--- src/rtl/qsbs_pkg.sv ---
// qsbs_pkg: shared constants and sequencer state type of the quicksort buffer sorter.
// No dependencies.
`timescale 1ns / 1ps

package qsbs_pkg;

	localparam int DEPTH_DEF = 64;
	localparam int VALUE_W   = 32;

	typedef enum logic [4:0] {
		ST_LOAD,
		ST_INIT,
		ST_POP,
		ST_RANGE,
		ST_X0,
		ST_X1,
		ST_X2,
		ST_X3,
		ST_SCAN_RD,
		ST_SCAN_CMP,
		ST_SW0,
		ST_SW1,
		ST_FIN0,
		ST_FIN1,
		ST_FIN2,
		ST_PUSH_A,
		ST_PUSH_B,
		ST_EMIT_RD,
		ST_EMIT_LD,
		ST_EMIT_WAIT
	} qsbs_state_t;

endpackage

--- src/rtl/quicksort_buffer_sorter_top.sv ---
// Loading takes items back to back; after the last item the sort runs partition by
// partition, bound by the single read port of the element store; then each result is
// read, registered and held until out_ready takes it, before the next is read.
// One set is handled at a time: no input is taken during sort and emission.
// Reset: arst_n clears the sequencer, element count, stack pointer, drop flag and out_valid; the RAMs are not cleared.
// quicksort_buffer_sorter_top: RAMs plus sequencer. Depends on qsbs_pkg, qsbs_ram, qsbs_ctrl.
`timescale 1ns / 1ps

module quicksort_buffer_sorter_top import qsbs_pkg::*; #(
	parameter int DEPTH = DEPTH_DEF
) (
	input  logic                      clk,
	input  logic                      arst_n,
	input  logic                      in_valid,
	output logic                      in_ready,
	input  logic signed [VALUE_W-1:0] value,
	input  logic                      last_item,
	output logic                      out_valid,
	input  logic                      out_ready,
	output logic signed [VALUE_W-1:0] sorted_value,
	output logic                      end_of_set,
	output logic                      overflow
);

	localparam int IW = $clog2(DEPTH);

	logic               store_we;
	logic [IW-1:0]      store_waddr, store_raddr;
	logic [VALUE_W-1:0] store_wdata, store_rdata;
	logic               stack_we;
	logic [IW-1:0]      stack_waddr, stack_raddr;
	logic [2*IW-1:0]    stack_wdata, stack_rdata;

	qsbs_ram #(
		.WIDTH(VALUE_W),
		.DEPTH(DEPTH)
	) u_store (
		.clk  (clk),
		.we   (store_we),
		.waddr(store_waddr),
		.wdata(store_wdata),
		.raddr(store_raddr),
		.rdata(store_rdata)
	);

	qsbs_ram #(
		.WIDTH(2 * IW),
		.DEPTH(DEPTH)
	) u_stack (
		.clk  (clk),
		.we   (stack_we),
		.waddr(stack_waddr),
		.wdata(stack_wdata),
		.raddr(stack_raddr),
		.rdata(stack_rdata)
	);

	qsbs_ctrl #(
		.DEPTH(DEPTH)
	) u_ctrl (
		.clk         (clk),
		.arst_n      (arst_n),
		.in_valid    (in_valid),
		.in_ready    (in_ready),
		.value       (value),
		.last_item   (last_item),
		.out_valid   (out_valid),
		.out_ready   (out_ready),
		.sorted_value(sorted_value),
		.end_of_set  (end_of_set),
		.overflow    (overflow),
		.store_we    (store_we),
		.store_waddr (store_waddr),
		.store_wdata (store_wdata),
		.store_raddr (store_raddr),
		.store_rdata (store_rdata),
		.stack_we    (stack_we),
		.stack_waddr (stack_waddr),
		.stack_wdata (stack_wdata),
		.stack_raddr (stack_raddr),
		.stack_rdata (stack_rdata)
	);

	a_no_overlap: assert property (@(posedge clk) disable iff (!arst_n)
		!(in_ready && out_valid))
		else $error("input taken while a result is pending");

	a_last_starts_sort: assert property (@(posedge clk) disable iff (!arst_n)
		(in_valid && in_ready && last_item) |=> !in_ready)
		else $error("last item did not start the sort");

	a_end_reloads: assert property (@(posedge clk) disable iff (!arst_n)
		(out_valid && out_ready && end_of_set) |=> (in_ready && !out_valid))
		else $error("no return to loading after final result");

	a_no_store_write_emit: assert property (@(posedge clk) disable iff (!arst_n)
		out_valid |-> !store_we && !stack_we)
		else $error("store written during emission");

endmodule

--- src/rtl/qsbs_ram.sv ---
// qsbs_ram: generic single-write, single-read synchronous RAM, registered read.
// No dependencies.
`timescale 1ns / 1ps

module qsbs_ram #(
	parameter int WIDTH = 32,
	parameter int DEPTH = 64
) (
	input  logic                     clk,
	input  logic                     we,
	input  logic [$clog2(DEPTH)-1:0] waddr,
	input  logic [WIDTH-1:0]         wdata,
	input  logic [$clog2(DEPTH)-1:0] raddr,
	output logic [WIDTH-1:0]         rdata
);

	logic [WIDTH-1:0] mem [DEPTH];

	always_ff @(posedge clk) begin
		if (we) begin
			mem[waddr] <= wdata;
		end
		rdata <= mem[raddr];
	end

endmodule

--- src/rtl/qsbs_ctrl.sv ---
// qsbs_ctrl: load, partition/stack sequencer and emit logic of the quicksort sorter.
// Depends on qsbs_pkg; drives the element store and range stack RAM ports.
`timescale 1ns / 1ps

module qsbs_ctrl import qsbs_pkg::*; #(
	parameter int DEPTH = DEPTH_DEF
) (
	input  logic                            clk,
	input  logic                            arst_n,
	input  logic                            in_valid,
	output logic                            in_ready,
	input  logic signed [VALUE_W-1:0]       value,
	input  logic                            last_item,
	output logic                            out_valid,
	input  logic                            out_ready,
	output logic signed [VALUE_W-1:0]       sorted_value,
	output logic                            end_of_set,
	output logic                            overflow,
	output logic                            store_we,
	output logic [$clog2(DEPTH)-1:0]        store_waddr,
	output logic [VALUE_W-1:0]              store_wdata,
	output logic [$clog2(DEPTH)-1:0]        store_raddr,
	input  logic [VALUE_W-1:0]              store_rdata,
	output logic                            stack_we,
	output logic [$clog2(DEPTH)-1:0]        stack_waddr,
	output logic [2*$clog2(DEPTH)-1:0]      stack_wdata,
	output logic [$clog2(DEPTH)-1:0]        stack_raddr,
	input  logic [2*$clog2(DEPTH)-1:0]      stack_rdata
);

	localparam int IW = $clog2(DEPTH);
	localparam int CW = $clog2(DEPTH + 1);

	qsbs_state_t state_q, state_d;

	logic [CW-1:0]      count_q, sp_q, k_q;
	logic               drop_q;
	logic [IW-1:0]      lo_q, hi_q, split_q;
	logic [VALUE_W-1:0] pivot_q, tmp_q;
	logic               push_l_q, push_r_q;
	logic               out_valid_q, end_q, ovf_q;
	logic [VALUE_W-1:0] out_value_q;

	logic [IW:0]   mid_sum;
	logic [IW-1:0] mid;
	logic [IW-1:0] split_inc;
	logic          in_acc, full, is_less, k_past_hi, range_empty, emit_last;

	assign mid_sum     = {1'b0, lo_q} + {1'b0, hi_q};
	assign mid         = mid_sum[IW:1];
	assign split_inc   = split_q + IW'(1);
	assign in_acc      = in_valid && in_ready;
	assign full        = (count_q == CW'(DEPTH));
	assign is_less     = $signed(store_rdata) < $signed(pivot_q);
	assign k_past_hi   = k_q > CW'({1'b0, hi_q});
	assign range_empty = stack_rdata[IW-1:0] >= stack_rdata[2*IW-1:IW];
	assign emit_last   = (k_q + CW'(1)) == count_q;

	assign in_ready     = (state_q == ST_LOAD);
	assign out_valid    = out_valid_q;
	assign sorted_value = out_value_q;
	assign end_of_set   = end_q;
	assign overflow     = ovf_q;

	always_ff @(posedge clk or negedge arst_n) begin
		if (!arst_n) begin
			state_q <= ST_LOAD;
		end else begin
			state_q <= state_d;
		end
	end

	always_comb begin
		state_d     = state_q;
		store_we    = 1'b0;
		store_waddr = '0;
		store_wdata = '0;
		store_raddr = '0;
		stack_we    = 1'b0;
		stack_waddr = '0;
		stack_wdata = '0;
		stack_raddr = '0;
		unique case (state_q)
			ST_LOAD: begin
				if (in_acc) begin
					store_we    = !full;
					store_waddr = count_q[IW-1:0];
					store_wdata = value;
					if (last_item) begin
						state_d = ST_INIT;
					end
				end
			end
			ST_INIT: begin
				stack_we    = (count_q >= CW'(2));
				stack_waddr = '0;
				stack_wdata = {IW'(count_q - CW'(1)), IW'(0)};
				state_d     = ST_POP;
			end
			ST_POP: begin
				stack_raddr = IW'(sp_q - CW'(1));
				state_d     = (sp_q == '0) ? ST_EMIT_RD : ST_RANGE;
			end
			ST_RANGE: begin
				state_d = range_empty ? ST_POP : ST_X0;
			end
			ST_X0: begin
				store_raddr = lo_q;
				state_d     = ST_X1;
			end
			ST_X1: begin
				store_raddr = mid;
				state_d     = ST_X2;
			end
			ST_X2: begin
				store_we    = 1'b1;
				store_waddr = mid;
				store_wdata = tmp_q;
				state_d     = ST_X3;
			end
			ST_X3: begin
				store_we    = 1'b1;
				store_waddr = lo_q;
				store_wdata = pivot_q;
				state_d     = ST_SCAN_RD;
			end
			ST_SCAN_RD: begin
				store_raddr = k_q[IW-1:0];
				state_d     = k_past_hi ? ST_FIN0 : ST_SCAN_CMP;
			end
			ST_SCAN_CMP: begin
				store_raddr = split_inc;
				state_d     = is_less ? ST_SW0 : ST_SCAN_RD;
			end
			ST_SW0: begin
				store_we    = 1'b1;
				store_waddr = k_q[IW-1:0];
				store_wdata = store_rdata;
				state_d     = ST_SW1;
			end
			ST_SW1: begin
				store_we    = 1'b1;
				store_waddr = split_q;
				store_wdata = tmp_q;
				state_d     = ST_SCAN_RD;
			end
			ST_FIN0: begin
				store_raddr = split_q;
				state_d     = ST_FIN1;
			end
			ST_FIN1: begin
				store_we    = 1'b1;
				store_waddr = lo_q;
				store_wdata = store_rdata;
				state_d     = ST_FIN2;
			end
			ST_FIN2: begin
				store_we    = 1'b1;
				store_waddr = split_q;
				store_wdata = pivot_q;
				state_d     = ST_PUSH_A;
			end
			ST_PUSH_A: begin
				stack_we    = push_l_q;
				stack_waddr = sp_q[IW-1:0];
				stack_wdata = {split_q - IW'(1), lo_q};
				state_d     = ST_PUSH_B;
			end
			ST_PUSH_B: begin
				stack_we    = push_r_q;
				stack_waddr = sp_q[IW-1:0];
				stack_wdata = {hi_q, split_inc};
				state_d     = ST_POP;
			end
			ST_EMIT_RD: begin
				store_raddr = k_q[IW-1:0];
				state_d     = ST_EMIT_LD;
			end
			ST_EMIT_LD: begin
				state_d = ST_EMIT_WAIT;
			end
			ST_EMIT_WAIT: begin
				if (out_ready) begin
					state_d = end_q ? ST_LOAD : ST_EMIT_RD;
				end
			end
			default: begin
				state_d = ST_LOAD;
			end
		endcase
	end

	always_ff @(posedge clk or negedge arst_n) begin
		if (!arst_n) begin
			count_q     <= '0;
			sp_q        <= '0;
			drop_q      <= 1'b0;
			out_valid_q <= 1'b0;
		end else begin
			unique case (state_q)
				ST_LOAD: begin
					if (in_acc) begin
						if (full) begin
							drop_q <= 1'b1;
						end else begin
							count_q <= count_q + CW'(1);
						end
					end
				end
				ST_INIT: begin
					sp_q <= (count_q >= CW'(2)) ? CW'(1) : CW'(0);
				end
				ST_POP: begin
					if (sp_q != '0) begin
						sp_q <= sp_q - CW'(1);
					end
				end
				ST_PUSH_A: begin
					if (push_l_q) begin
						sp_q <= sp_q + CW'(1);
					end
				end
				ST_PUSH_B: begin
					if (push_r_q) begin
						sp_q <= sp_q + CW'(1);
					end
				end
				ST_EMIT_LD: begin
					out_valid_q <= 1'b1;
				end
				ST_EMIT_WAIT: begin
					if (out_ready) begin
						out_valid_q <= 1'b0;
						if (end_q) begin
							count_q <= '0;
							sp_q    <= '0;
							drop_q  <= 1'b0;
						end
					end
				end
				default: begin
				end
			endcase
		end
	end

	always_ff @(posedge clk) begin
		unique case (state_q)
			ST_POP: begin
				k_q <= '0;
			end
			ST_RANGE: begin
				lo_q <= stack_rdata[IW-1:0];
				hi_q <= stack_rdata[2*IW-1:IW];
			end
			ST_X1: begin
				tmp_q <= store_rdata;
			end
			ST_X2: begin
				pivot_q <= store_rdata;
			end
			ST_X3: begin
				k_q     <= CW'({1'b0, lo_q}) + CW'(1);
				split_q <= lo_q;
			end
			ST_SCAN_CMP: begin
				if (is_less) begin
					tmp_q   <= store_rdata;
					split_q <= split_inc;
				end else begin
					k_q <= k_q + CW'(1);
				end
			end
			ST_SW1: begin
				k_q <= k_q + CW'(1);
			end
			ST_FIN2: begin
				push_l_q <= CW'({1'b0, split_q}) > (CW'({1'b0, lo_q}) + CW'(1));
				push_r_q <= (CW'({1'b0, split_q}) + CW'(1)) < CW'({1'b0, hi_q});
			end
			ST_EMIT_LD: begin
				out_value_q <= store_rdata;
				end_q       <= emit_last;
				ovf_q       <= drop_q;
			end
			ST_EMIT_WAIT: begin
				if (out_ready) begin
					k_q <= k_q + CW'(1);
				end
			end
			default: begin
			end
		endcase
	end

endmodule
--- config.mk ---
export PLATFORM = sky130hd
export DESIGN_NAME = quicksort_buffer_sorter_top
export DESIGN_NICKNAME = d
export VERILOG_FILES = /design/src/rtl/qsbs_pkg.sv /design/src/rtl/quicksort_buffer_sorter_top.sv /design/src/rtl/qsbs_ram.sv /design/src/rtl/qsbs_ctrl.sv
export SDC_FILE = /design/constraint.sdc
export NUM_CORES = 2
export LEC_CHECK = 0
export BUFFER_PORTS_ARGS = -buffer_cell sky130_fd_sc_hd__buf_2
export CAP_MARGIN = 40
export CORE_MARGIN = 5
export CORE_UTILIZATION = 55
export CTS_BUF_LIST = sky130_fd_sc_hd__clkbuf_16
export DETAILED_ROUTE_END_ITERATION = 8
export PLACE_DENSITY_LB_ADDON = 0.15
export RECOVER_POWER = 50
export REMOVE_ABC_BUFFERS = 1
export SLEW_MARGIN = 20
export SYNTH_ARGS = -nofsm -noshare
export SYNTH_HDL_FRONTEND = slang
export SYNTH_HIERARCHICAL = 1
export SYNTH_SLANG_ARGS = --single-unit
export TNS_END_PERCENT = 30
--- constraint.sdc ---
create_clock -name clk -period 8.15 [get_ports clk]
set_clock_uncertainty 0.1 [all_clocks]
set_input_delay 0.4075 -clock clk [delete_from_list [all_inputs] [get_ports clk]]
set_output_delay 0.4075 -clock clk [all_outputs]
set_load 0.01 [all_outputs]
==> results.ini <==
[outcome]
outcome = complete, but fails checks
violations = max-capacitance violations, max-slew violations

[global_route]
grt_pass1_wl_um = 438000
grt_max_degree = 93
grt_usage = 0.277
first_global_vias = 58947
grt_overflow_total = 0
antenna_found_initial = 16

[placed_design]
place_congestion = 0.851
hpwl_um = 181000
io_buffer_count = 72

[finish]
fillers = 14388
syn2layout_area_growth_pct = 12.8
drive_above_1_share = 0.254
final_nets = 5990

[setup_path]
slowest_delay_ns = 2.27
slowest_stage = clkbuf_1
cp-startpoint = u_ctrl/state_q[0]
crit_required_ns = 8.28
start_kind = register
crit_family = buffers and inverters
path_common_cell = clkbuf_1
reg2reg_from = u_ctrl/state_q[0]
path_class = reg2reg
cp.arrival_ns = 7.08
cp_max_fo = 64
cp_num_buf_inv = 2
end_kind = register
crit_chain = nor2_1, and3_2, clkbuf_1, a22oi_1, nand2_2, clkbuf_1

[detailed_routing]
ant_nets = 0
drt_iter0_markers = 7543
via_count = 58608
routedWlPerCell_um = 34.4
wirelength_um = 307000
drc = 0
vias_per_cell = 6.56
dr.pass1.iters = 5

[clock_network]
htreeDepth = 5
clock_latency_ns = 0.95
clkTransAtPathRegs_ns = 0.06
clock_path_buffers = 4
numCtsBuffers = 316
cts.sinks = 3006
ctsRootBufferMaster = clkbuf_16
postCtsSetupRepairBufs = 0
cts_tree = built

[yosys]
syn_inst = 5507
avgSynthCellArea_um2 = 21.3
ys_ff_latch = 3006
synth-edff-count = 2941
synth.distinct_cells = 82
ys_seq_area_frac = 0.765
ys_warn_count = 6
synth-main-ff-cell = edfxtp_1
synthArstFlopShare = 0.00699
netlist_area_um2 = 117000

[die]
start_util = 0.553
die_w_um = 472
rows = 169
die_area_um2 = 222000
die_y_um = 472
coreArea_um2 = 212000
pin_count = 73

[sta]
hold_viol_final = 0
worst_slew_pin_slew_ns = 3.32
min_period_over_period = 0.853
setup_viol = 0
slew_viol_final = 1432
rsz0062_at_grt = no
max_freq_ghz = 0.144
min_period_ns = 6.95
fin_setup_tns_ns = 0
slew_headroom = -1.21

[pwr]
p_leak_uw = 0.0417
irDropWorstVdd_uv = 251
p_per_area_nw_per_um2 = 349
power.total_uw = 46200

[run]
cap_viol_max_count = 25

[hold_path]
hp-start = value[24]
hp-class = in2reg

==> flip-flops by register name, indices dropped and copies added (netlist names) <==
register / cells
u_store/mem: 2048
u_stack/mem: 768
u_ctrl/pivot_q: 32
u_ctrl/sorted_value: 32
u_ctrl/tmp_q: 32
u_store/rdata: 32
u_stack/rdata: 12
u_ctrl/count_q: 7
u_ctrl/k_q: 7
u_ctrl/sp_q: 7
u_ctrl/hi_q: 6
u_ctrl/lo_q: 6
u_ctrl/split_q: 6
u_ctrl/state_q: 5
u_ctrl/drop_q: 1
u_ctrl/end_of_set: 1
u_ctrl/out_valid: 1
u_ctrl/overflow: 1
u_ctrl/push_l_q: 1
u_ctrl/push_r_q: 1
==> cell usage after synthesis, types with 38 or more instances <==
| library cell | n | area share |
|---|---|---|
| o21ai_0 | 41 | 0.0018 |
| nand3_1 | 57 | 0.0024 |
| dfxtp_1 | 44 | 0.0075 |
| clkbuf_1 | 136 | 0.0044 |
| buf_4 | 38 | 0.0024 |
| mux4_2 | 736 | 0.14 |
| buf_2 | 84 | 0.0036 |
| inv_1 | 60 | 0.0019 |
| edfxtp_1 | 2941 | 0.75 |
| mux2i_1 | 121 | 0.010 |
| nor2_1 | 250 | 0.0080 |
| nand2b_1 | 41 | 0.0022 |
| o221ai_1 | 45 | 0.0034 |
| ha_1 | 69 | 0.0074 |
| nor2b_1 | 43 | 0.0023 |
| o22ai_1 | 122 | 0.0065 |
| nand2_1 | 129 | 0.0041 |
| a22oi_1 | 92 | 0.0059 |
| a21oi_1 | 101 | 0.0043 |
==> final timing paths <==
check | end | slack [ns] | depth (start not counted)
max | u_store/mem[47][10] | 1.20 | 6
max reg2reg | u_store/mem[47][10] | 1.20 | 6
min reg2reg | u_ctrl/lo_q[4] | 0.36 | 0
min in group asynchronous | u_ctrl/sp_q[3] | 0.32 | 3
min | u_store/mem[23][24] | 0.25 | 3
max in group asynchronous | u_ctrl/sp_q[2] | 6.91 | 3
==> worst register-to-register path: stages, from the launching register on <==
cell and delay (ns):
dfrtp_1 0.62, nor2_1 0.44, and3_2 0.26, clkbuf_1 1.93
a22oi_1 0.41, nand2_2 0.16, clkbuf_1 2.27
==> where the power goes <==
group          switching (uW)  internal (uW)
Sequential                571          19300
Clock                    5680           7720
Combinational            8460           4470
Total                   14700          31500
==> placed cells by master (no fill, tap or decap), types with 40 or more instances in the layout <==
master / count
o21ai_0: 40
clkbuf_1: 87
clkbuf_16: 322
o221ai_1: 44
a22oi_1: 92
dfxtp_1: 44
inv_1: 133
a21oi_1: 101
mux2i_1: 121
o22ai_1: 117
nand2_1: 110
mux4_2: 736
nand3_1: 55
ha_1: 69
nand2b_1: 40
nor2b_1: 42
clkinv_1: 76
nor2_4: 69
nor2_1: 174
buf_2: 43
buf_4: 190
edfxtp_1: 2941
==> routing by layer <==
layer,GRT usage,vias to the layer above,part of all wire
met5,0,-,0.00061
met3,0.0467,602,0.085
met4,0.114,4,0.049
met1,0.378,31146,0.37
li1,-,23844,-
met2,0.451,3012,0.49
==> metrics by stage <==
step           area (um^2)  cells  hold slack, ns   util  setup WS (ns)
2_1_floorplan       116000   5205          0.0119      -         -22.26
3_3_place_gp        122000   8339           0.311  0.577           2.33
3_5_place_dp        123000   8367           0.310  0.579           2.29
4_1_cts             132000   8916           0.114  0.624           2.27
5_1_grt             132000   8933           0.275  0.623           1.06
6_report            132000   8936           0.253  0.624           1.20
==> cells by family (layout without fill, tap and decap cells) <==
family	Yosys count	after routing	share of synthesized area
other	0	6	0
AOI/OAI and AO/OA	531	531	0.0311
and+or+nand+nor	637	637	0.0258
xor gates and xnor gates	35	35	0.00273
adders and majority gates	70	70	0.00754
buffers and inverters	363	965	0.0150
muxes	865	865	0.153
DFF	3006	3006	0.765
==> layout make-up <==
class | count | area [um^2] | share of cell area
Timing Repair Buffer | 360 | 2710 | 0.0205
Tap cell | 2821 | 3530 | 0.0267
Multi-Input combinational cell | 2138 | 26500 | 0.200
Clock buffer | 322 | 8060 | 0.0609
Clock inverter | 222 | 1460 | 0.0111
Inverter | 61 | 229 | 0.00173
Sequential cell | 3006 | 89700 | 0.678
Antenna cell | 6 | 15.0 | 0.000114
==> repair_timing <==
item,4_1_cts,5_1_grt
hold buffers,5,0
hold endpoints to repair,34,0
gates resized for setup,0,0
(Power assumes the default switching activity.)
